===== src/rtl/urf_pkg.sv =====
`timescale 1ns / 1ps

package urf_pkg;

   // Timing of the echo conversion
   localparam int TICKS_PER_US = 42;
   localparam int US_PER_CM    = 58;
   localparam int TICKS_PER_CM = TICKS_PER_US * US_PER_CM;
   localparam int WINDOW       = 10;

   // Field widths
   localparam int PERIOD_W = 23;
   localparam int WIDTH_W  = 12;
   localparam int DIST_W   = 11;
   localparam int GOOD_W   = 5;
   localparam int WDIST_W  = 12;
   localparam int CSR_W    = 23;
   localparam int CSR_IDX_W = 3;

   localparam int DIST_MAX = (1 << DIST_W) - 1;

   // Sub-centimeter tick counter and the per-window decomposition of a distance
   localparam int SUB_W  = (TICKS_PER_CM > 1) ? $clog2(TICKS_PER_CM) : 1;
   localparam int RES_W  = (WINDOW > 1) ? $clog2(WINDOW) : 1;
   localparam int CMQ_W  = $clog2(DIST_MAX / WINDOW + 1);
   localparam int FILL_W = $clog2(WINDOW + 1);

   // Reset values of the configuration registers
   localparam logic [PERIOD_W-1:0] TRIGGER_PERIOD_RST = PERIOD_W'(4200000);
   localparam logic [WIDTH_W-1:0]  TRIGGER_WIDTH_RST  = WIDTH_W'(378);
   localparam logic [DIST_W-1:0]   MIN_DISTANCE_RST   = DIST_W'(2);
   localparam logic [DIST_W-1:0]   MAX_DISTANCE_RST   = DIST_W'(50);
   localparam logic [GOOD_W-1:0]   MIN_GOOD_COUNT_RST = GOOD_W'(7);

   localparam logic signed [WDIST_W-1:0] WDIST_INVALID = -12'sd1;

   typedef enum logic [CSR_IDX_W-1:0] {
      CSR_TRIGGER_PERIOD = 3'd0,
      CSR_TRIGGER_WIDTH  = 3'd1,
      CSR_MIN_DISTANCE   = 3'd2,
      CSR_MAX_DISTANCE   = 3'd3,
      CSR_MIN_GOOD_COUNT = 3'd4
   } csr_index_type;

endpackage


===== src/rtl/ultrasonic_range_filter.sv =====
`timescale 1ns / 1ps
// Ultrasonic echo ranging with a windowed average filter.
// Latency: the result transaction for a tick is valid the cycle after the tick is accepted.
// Throughput: one tick per cycle as long as each result is taken; the output register
// lets a tick be accepted while the previous result is taken in the same cycle.
// Reset (synchronous, active high) clears all counters and loads the default
// configuration (10 Hz trigger at 42 MHz, 378-tick pulse, good band 3..49 cm, over 7 good).

module ultrasonic_range_filter import urf_pkg::*; (
   input  logic                      clock,
   input  logic                      reset,
   // tick input
   input  logic                      req_valid,
   output logic                      req_ready,
   input  logic                      req_echo,
   // result output
   output logic                      rsp_valid,
   input  logic                      rsp_ready,
   output logic                      rsp_trigger,
   output logic                      rsp_distance_valid,
   output logic [DIST_W-1:0]         rsp_distance,
   output logic                      rsp_window_valid,
   output logic signed [WDIST_W-1:0] rsp_window_distance,
   // configuration writes
   input  logic                      csr_wr_en,
   input  logic [CSR_IDX_W-1:0]      csr_index,
   input  logic [CSR_W-1:0]          csr_wdata
);

   // ---------------------------------------------------------------------
   // Configuration registers
   // ---------------------------------------------------------------------
   logic [PERIOD_W-1:0] trigger_period_ff;
   logic [WIDTH_W-1:0]  trigger_width_ff;
   logic [DIST_W-1:0]   min_distance_ff;
   logic [DIST_W-1:0]   max_distance_ff;
   logic [GOOD_W-1:0]   min_good_count_ff;

   always_ff @(posedge clock) begin
      if (reset) begin
         trigger_period_ff <= TRIGGER_PERIOD_RST;
         trigger_width_ff  <= TRIGGER_WIDTH_RST;
         min_distance_ff   <= MIN_DISTANCE_RST;
         max_distance_ff   <= MAX_DISTANCE_RST;
         min_good_count_ff <= MIN_GOOD_COUNT_RST;
      end else if (csr_wr_en) begin
         case (csr_index_type'(csr_index))
            CSR_TRIGGER_PERIOD: trigger_period_ff <= csr_wdata[PERIOD_W-1:0];
            CSR_TRIGGER_WIDTH:  trigger_width_ff  <= csr_wdata[WIDTH_W-1:0];
            CSR_MIN_DISTANCE:   min_distance_ff   <= csr_wdata[DIST_W-1:0];
            CSR_MAX_DISTANCE:   max_distance_ff   <= csr_wdata[DIST_W-1:0];
            CSR_MIN_GOOD_COUNT: min_good_count_ff <= csr_wdata[GOOD_W-1:0];
            default: ;  // unmapped index, dropped
         endcase
      end
   end

   // ---------------------------------------------------------------------
   // Tick state
   // The echo length is kept directly in centimeters: a sub counter wraps
   // every TICKS_PER_CM ticks and bumps the cm count, which saturates at
   // DIST_MAX. The cm count is also held as quotient/residue by WINDOW, and
   // the window sum the same way, so the window average is the sum quotient
   // and no divider is needed.
   // ---------------------------------------------------------------------
   logic [PERIOD_W-1:0] period_count_ff, period_count_in;
   logic [WIDTH_W-1:0]  pulse_count_ff,  pulse_count_in;
   logic                echo_prev_ff,    echo_prev_in;
   logic                measuring_ff,    measuring_in;
   logic [SUB_W-1:0]    sub_count_ff,    sub_count_in;
   logic [DIST_W-1:0]   cm_ff,           cm_in;
   logic [CMQ_W-1:0]    cm_q_ff,         cm_q_in;
   logic [RES_W-1:0]    cm_r_ff,         cm_r_in;
   logic [DIST_W-1:0]   last_distance_ff, last_distance_in;
   logic [FILL_W-1:0]   window_fill_ff,  window_fill_in;
   logic [DIST_W-1:0]   sum_q_ff,        sum_q_in;
   logic [RES_W-1:0]    sum_r_ff,        sum_r_in;
   logic [FILL_W-1:0]   good_count_ff,   good_count_in;

   // result register
   logic                      rsp_valid_ff;
   logic                      trigger_ff,         trigger_in;
   logic                      distance_valid_ff,  distance_valid_in;
   logic                      window_valid_ff,    window_valid_in;
   logic signed [WDIST_W-1:0] window_distance_ff, window_distance_in;

   logic                accept;
   logic [PERIOD_W:0]   period_next;
   logic [RES_W:0]      sum_r_add;
   logic [DIST_W-1:0]   sum_q_add;
   logic [FILL_W-1:0]   fill_add;
   logic [FILL_W-1:0]   good_add;

   assign req_ready = !rsp_valid_ff || rsp_ready;
   assign accept    = req_valid && req_ready;

   always_comb begin
      period_count_in    = period_count_ff;
      pulse_count_in     = pulse_count_ff;
      echo_prev_in       = req_echo;
      measuring_in       = measuring_ff;
      sub_count_in       = sub_count_ff;
      cm_in              = cm_ff;
      cm_q_in            = cm_q_ff;
      cm_r_in            = cm_r_ff;
      last_distance_in   = last_distance_ff;
      window_fill_in     = window_fill_ff;
      sum_q_in           = sum_q_ff;
      sum_r_in           = sum_r_ff;
      good_count_in      = good_count_ff;
      distance_valid_in  = 1'b0;
      window_valid_in    = 1'b0;
      window_distance_in = '0;
      sum_r_add          = '0;
      sum_q_add          = '0;
      fill_add           = '0;
      good_add           = '0;

      // trigger: high while the pulse counter is nonzero; a period wrap
      // reloads the pulse, which then starts on the next tick
      trigger_in = (pulse_count_ff != '0);
      if (pulse_count_ff != '0) begin
         pulse_count_in = pulse_count_ff - WIDTH_W'(1);
      end
      period_next = {1'b0, period_count_ff} + (PERIOD_W+1)'(1);
      if (period_next >= {1'b0, trigger_period_ff}) begin
         period_count_in = '0;
         pulse_count_in  = trigger_width_ff;
      end else begin
         period_count_in = period_next[PERIOD_W-1:0];
      end

      // echo measurement
      if (req_echo && !echo_prev_ff) begin
         // rising edge counts as the first tick
         measuring_in = 1'b1;
         sub_count_in = SUB_W'(1);
         cm_in        = '0;
         cm_q_in      = '0;
         cm_r_in      = '0;
      end else if (req_echo && measuring_ff) begin
         if (sub_count_ff == SUB_W'(TICKS_PER_CM - 1)) begin
            sub_count_in = '0;
            if (cm_ff != DIST_W'(DIST_MAX)) begin
               cm_in = cm_ff + DIST_W'(1);
               if (cm_r_ff == RES_W'(WINDOW - 1)) begin
                  cm_r_in = '0;
                  cm_q_in = cm_q_ff + CMQ_W'(1);
               end else begin
                  cm_r_in = cm_r_ff + RES_W'(1);
               end
            end
         end else begin
            sub_count_in = sub_count_ff + SUB_W'(1);
         end
      end else if (!req_echo && echo_prev_ff && measuring_ff) begin
         // falling edge: distance complete
         measuring_in      = 1'b0;
         last_distance_in  = cm_ff;
         distance_valid_in = 1'b1;

         sum_r_add = {1'b0, sum_r_ff} + {1'b0, cm_r_ff};
         sum_q_add = sum_q_ff + DIST_W'(cm_q_ff);
         if (sum_r_add >= (RES_W+1)'(WINDOW)) begin
            sum_r_add = sum_r_add - (RES_W+1)'(WINDOW);
            sum_q_add = sum_q_add + DIST_W'(1);
         end
         good_add = good_count_ff;
         if (cm_ff > min_distance_ff && cm_ff < max_distance_ff) begin
            good_add = good_count_ff + FILL_W'(1);
         end
         fill_add = window_fill_ff + FILL_W'(1);

         if (fill_add >= FILL_W'(WINDOW)) begin
            window_valid_in = 1'b1;
            if (GOOD_W'(good_add) > min_good_count_ff) begin
               window_distance_in = WDIST_W'(sum_q_add);
            end else begin
               window_distance_in = WDIST_INVALID;
            end
            window_fill_in = '0;
            sum_q_in       = '0;
            sum_r_in       = '0;
            good_count_in  = '0;
         end else begin
            window_fill_in = fill_add;
            sum_q_in       = sum_q_add;
            sum_r_in       = sum_r_add[RES_W-1:0];
            good_count_in  = good_add;
         end
      end
   end

   always_ff @(posedge clock) begin
      if (reset) begin
         period_count_ff  <= '0;
         pulse_count_ff   <= '0;
         echo_prev_ff     <= 1'b0;
         measuring_ff     <= 1'b0;
         sub_count_ff     <= '0;
         cm_ff            <= '0;
         cm_q_ff          <= '0;
         cm_r_ff          <= '0;
         last_distance_ff <= '0;
         window_fill_ff   <= '0;
         sum_q_ff         <= '0;
         sum_r_ff         <= '0;
         good_count_ff    <= '0;
      end else if (accept) begin
         period_count_ff  <= period_count_in;
         pulse_count_ff   <= pulse_count_in;
         echo_prev_ff     <= echo_prev_in;
         measuring_ff     <= measuring_in;
         sub_count_ff     <= sub_count_in;
         cm_ff            <= cm_in;
         cm_q_ff          <= cm_q_in;
         cm_r_ff          <= cm_r_in;
         last_distance_ff <= last_distance_in;
         window_fill_ff   <= window_fill_in;
         sum_q_ff         <= sum_q_in;
         sum_r_ff         <= sum_r_in;
         good_count_ff    <= good_count_in;
      end
   end

   // output valid
   always_ff @(posedge clock) begin
      if (reset) begin
         rsp_valid_ff <= 1'b0;
      end else if (accept) begin
         rsp_valid_ff <= 1'b1;
      end else if (rsp_ready) begin
         rsp_valid_ff <= 1'b0;
      end
   end

   // output payload; the raw distance comes straight from last_distance_ff
   always_ff @(posedge clock) begin
      if (accept) begin
         trigger_ff         <= trigger_in;
         distance_valid_ff  <= distance_valid_in;
         window_valid_ff    <= window_valid_in;
         window_distance_ff <= window_distance_in;
      end
   end

   assign rsp_valid           = rsp_valid_ff;
   assign rsp_trigger         = trigger_ff;
   assign rsp_distance_valid  = distance_valid_ff;
   assign rsp_distance        = last_distance_ff;
   assign rsp_window_valid    = window_valid_ff;
   assign rsp_window_distance = window_distance_ff;

   // ---------------------------------------------------------------------
   // Assertions
   // ---------------------------------------------------------------------
   a_window_needs_distance: assert property (@(posedge clock) disable iff (reset)
      rsp_valid_ff && window_valid_ff |-> distance_valid_ff)
      else $error("window result without a completed distance");

   a_cm_split: assert property (@(posedge clock) disable iff (reset)
      (cm_r_ff < RES_W'(WINDOW)) &&
      (cm_ff == DIST_W'(cm_q_ff) * DIST_W'(WINDOW) + DIST_W'(cm_r_ff)))
      else $error("cm quotient/residue out of step");

   a_fill_range: assert property (@(posedge clock) disable iff (reset)
      (window_fill_ff < FILL_W'(WINDOW)) && (good_count_ff <= window_fill_ff))
      else $error("window fill or good count out of range");

   a_stall_only_when_full: assert property (@(posedge clock) disable iff (reset)
      !req_ready |-> rsp_valid_ff && !rsp_ready)
      else $error("input stalled with an empty output register");

   a_no_edge_no_distance: assert property (@(posedge clock) disable iff (reset)
      accept && !(echo_prev_ff && !req_echo) |=> !distance_valid_ff)
      else $error("distance reported without a falling echo edge");

endmodule

===== config.mk =====
export PLATFORM = sky130hd
export DESIGN_NAME = ultrasonic_range_filter
export DESIGN_NICKNAME = d
export VERILOG_FILES = /design/src/rtl/urf_pkg.sv /design/src/rtl/ultrasonic_range_filter.sv
export SDC_FILE = /design/constraint.sdc
export NUM_CORES = 1
export LEC_CHECK = 0
export ABC_AREA = 1
export BUFFER_PORTS_ARGS = -buffer_cell sky130_fd_sc_hd__buf_2
export CELL_PAD_IN_SITES_DETAIL_PLACEMENT = 2
export CELL_PAD_IN_SITES_GLOBAL_PLACEMENT = 2
export CORE_MARGIN = 3
export CORE_UTILIZATION = 25
export DETAILED_ROUTE_END_ITERATION = 8
export PLACE_DENSITY = 0.58
export SLEW_MARGIN = 40
export SYNTH_ARGS = -nofsm -noshare
export SYNTH_HDL_FRONTEND = slang
export SYNTH_SLANG_ARGS = --single-unit

===== constraint.sdc =====
create_clock -name clock -period 8.5 [get_ports clock]
set_clock_uncertainty 0.15 [all_clocks]
set_input_delay 1.7 -clock clock [delete_from_list [all_inputs] [get_ports clock]]
set_output_delay 1.7 -clock clock [all_outputs]
set_load 0.005 [all_outputs]

==> metrics.txt <==
outcome=complete, no violations; slew of the pin with the lowest slew margin=0.779 ns; P_leak=5.03 nW; Initial Utilization=25.5%; clock power share=42.4%; RD Place Congestion=0.738; Worst-path clk slew=0.07 ns; post-synth cell types=53; WL final=32800 um; DRT iter0 DRCs=327; RSZ-0062 raised after global routing=false; grt ovf=0; critical setup path kind=reg2reg; Rel. slew slack=48.0%; IO Pins=60; postcts setup bufs=0; #FFs+latches synth=184; Worst R2R Start=period_count_ff[0]$_SDFFE_PP0P_; final hold violation count=0; largest net degree at the start of global routing=84; PwrDens=166 nW/um2; clk buf depth=2; # diodes=0; worst-path maximum fanout=24; design area=11600 um2; core area=40000 um2; FF-to-FF End=pulse_count_ff[11]$_SDFFE_PP0P_; final setup fails=0; non-filler cells, final=1989; FF-to-FF path depth=15; fin crit period=4.75 ns; Placed Area=11000 um2; first-pass GRT wire length=54200 um; hold worst-path end=trigger_width_ff[1]$_SDFFE_PP1P_; Pre-Repair DR Iteration Count=4; Psw=506 uW; Final Power=1.93 mW; die width=208 um; final period utilization=55.9%; Hold Path Depth=2; maximum VDD drop=0.127 mV; post_cts resized=0; register area share after synthesis=37.6%; switch share=26.2%; Critical Path AT=4.99 ns; CTS tree=yes; Site Rows=73; initial antenna violation count=0; Max Transition Viols Final=0; Post-Synthesis Cells=1410; Hold Crit Class=reg2reg; share of layout cells above drive strength 1=9.43%; Worst-Skew Late Latency=0.46 ns; Max-cap violations=0; gr usage total=15.5%; clock root cell=clkbuf_16; Yosys Warn Count=0; Post-synth EDFFs=15; vias in the first global route=10093; port bufs=59; routed len/inst=16.5 um; Main synth FF type=dfxtp_1; setup_tns=0 ns; htree depth=4; fraction of registers with async set/reset=0%; internal reg-to-reg setup slack=3.75 ns; Die Y-Extent=208 um; cell area after synthesis=10200 um2; Die Area=43300 um2; fin nets=1557; Placed Cells=1957; Seq pwr share=47.4%; Detail Placement HPWL=24300 um; Via density=4.70; min-delay src=trigger_width_ff[1]$_SDFFE_PP1P_; Inserted Clock Buffers=17; Syn Nets=1516; cell-internal power=1.42 mW; CP required=8.74 ns; via count=9341; beginning of the critical path=period_count_ff[0]$_SDFFE_PP0P_; DRC viols=0; number of hold buffers added after CTS=0; Post-Syn Area per Cell=7.24 um2; Area Overhead vs Synth=13.6%; Comb pwr share=10.2%; Max Clock Freq=0.211 GHz; Startpoint Class=flip-flop; Final ANT Viol Nets=0; CTS Sinks=184; Worst setup EP type=flip-flop
==> registers in the layout (all words and copies together), names as in the netlist <==
signal               flops
cm_ff                   11
cm_q_ff                  8
cm_r_ff                  4
echo_prev_ff             1
good_count_ff            4
max_distance_ff         11
measuring_ff             1
min_distance_ff         11
min_good_count_ff        5
period_count_ff         23
pulse_count_ff          12
rsp_distance            11
rsp_distance_valid       1
rsp_trigger              1
rsp_valid                1
rsp_window_distance     12
rsp_window_valid         1
sub_count_ff            12
sum_q_ff                11
sum_r_ff                 4
trigger_period_ff       23
trigger_width_ff        12
window_fill_ff           4
==> layer usage <==
layer / global-route usage [%] / wire length (um)
met5: 0 / 0
met4: 4.02 / 495
met3: 2.73 / 522
met2: 27.9 / 16500
met1: 19.2 / 15300
==> synth_stat cells, types with 3 or more instances <==
master / count / area share [%]
xor2_1: 34 / 2.9
edfxtp_1: 15 / 4.4
inv_1: 164 / 6.0
buf_2: 5 / 0.25
nand3_1: 63 / 3.1
a21oi_2: 10 / 0.86
xnor2_1: 11 / 0.94
buf_6: 3 / 0.33
inv_2: 6 / 0.22
nor3_1: 22 / 1.1
nor2_1: 145 / 5.3
ha_1: 72 / 8.8
o211ai_1: 9 / 0.66
dfxtp_1: 169 / 33
nand2_2: 12 / 0.74
nand4_1: 37 / 2.3
clkbuf_1: 30 / 1.1
nor2_2: 4 / 0.25
a31oi_1: 3 / 0.18
a21oi_1: 121 / 5.9
o21ai_0: 87 / 4.3
buf_4: 4 / 0.29
nor3b_1: 4 / 0.29
nand2_1: 335 / 12
a211oi_1: 4 / 0.29
==> logic make-up after synthesis <==
logic type      count (synthesis)  share of synthesized area [%]
compound gates                253                           13.8
fa+ha+maj                      74                           9.22
buf+inv                       215                           8.34
flops                         184                           37.6
xor+xnor                       45                           3.86
simple gates                  639                           27.2
==> area by class of cell <==
cell class              count  area [um2]
clock buffers              21         440
clock inverters            11         130
fillers                  4789       28400
inverters                 171         642
multi-input cells        1011        5530
flip-flops and latches    184        3830
well taps                 525         657
repair buffers             66         355
==> worst max-delay path by stage <==
stage / slack (ns) / cells after the start / end
finish: 3.75 / 15 / pulse_count_ff[11]$_SDFFE_PP0P_
global route: 3.14 / 15 / pulse_count_ff[11]$_SDFFE_PP0P_
CTS: 3.46 / 13 / window_fill_ff[2]$_SDFFE_PP0P_
detailed placement: 2.98 / 13 / window_fill_ff[2]$_SDFFE_PP0P_
global placement: 3.10 / 13 / window_fill_ff[3]$_SDFFE_PP0P_
floorplan: 4.79 / 2 / req_ready
==> layout by cell type, fill, tap and decap left out, types with 17 or more instances in the layout <==
cell	instances
nand3_1	63
xor2_1	34
nand4_1	37
o21ai_0	87
nor2_1	143
buf_2	59
clkbuf_16	17
ha_1	72
dfxtp_1	169
nand2_1	335
a21oi_1	121
inv_1	163
nor3_1	22
==> power groups by stage <==
stage | combinational (mW) | clock (mW) | sequential [mW]
after CTS | 0.203 | 0.857 | 0.915
final | 0.197 | 0.818 | 0.914
after floorplan | 0.138 | 0 | 0.930
after detailed placement | 0.200 | 0 | 0.934
after global routing | 0.229 | 0.891 | 0.917
after global placement | 0.194 | 0 | 0.934
==> metrics by stage <==
| step | util [%] | setup WS (ns) | hold WS [ns] |
|---|---|---|---|
| after floorplan | - | 4.79 | 0.279 |
| after global placement | 27.5 | 3.10 | 0.293 |
| after detailed placement | 27.5 | 2.98 | 0.299 |
| after CTS | 28.9 | 3.46 | 0.317 |
| after global routing | 29.0 | 3.14 | 0.343 |
| final | 29.0 | 3.75 | 0.312 |
==> critical path, cell delays in order, from the launching register on <==
cell     delay [ns]
dfxtp_1        0.42
ha_1           0.22
nand3_1        0.17
nor2_2         0.33
nand4_1        0.26
nor4_2         0.22
xor2_1         0.13
ha_1           0.31
and3_1         0.18
nor3b_1        0.53
nand3_1        0.72
nand4_1        0.35
nand2_2        0.32
nand2_1        0.16
nand2_1        0.06
nor2_1         0.13
No activity file was read; power rests on OpenSTA's default activity.
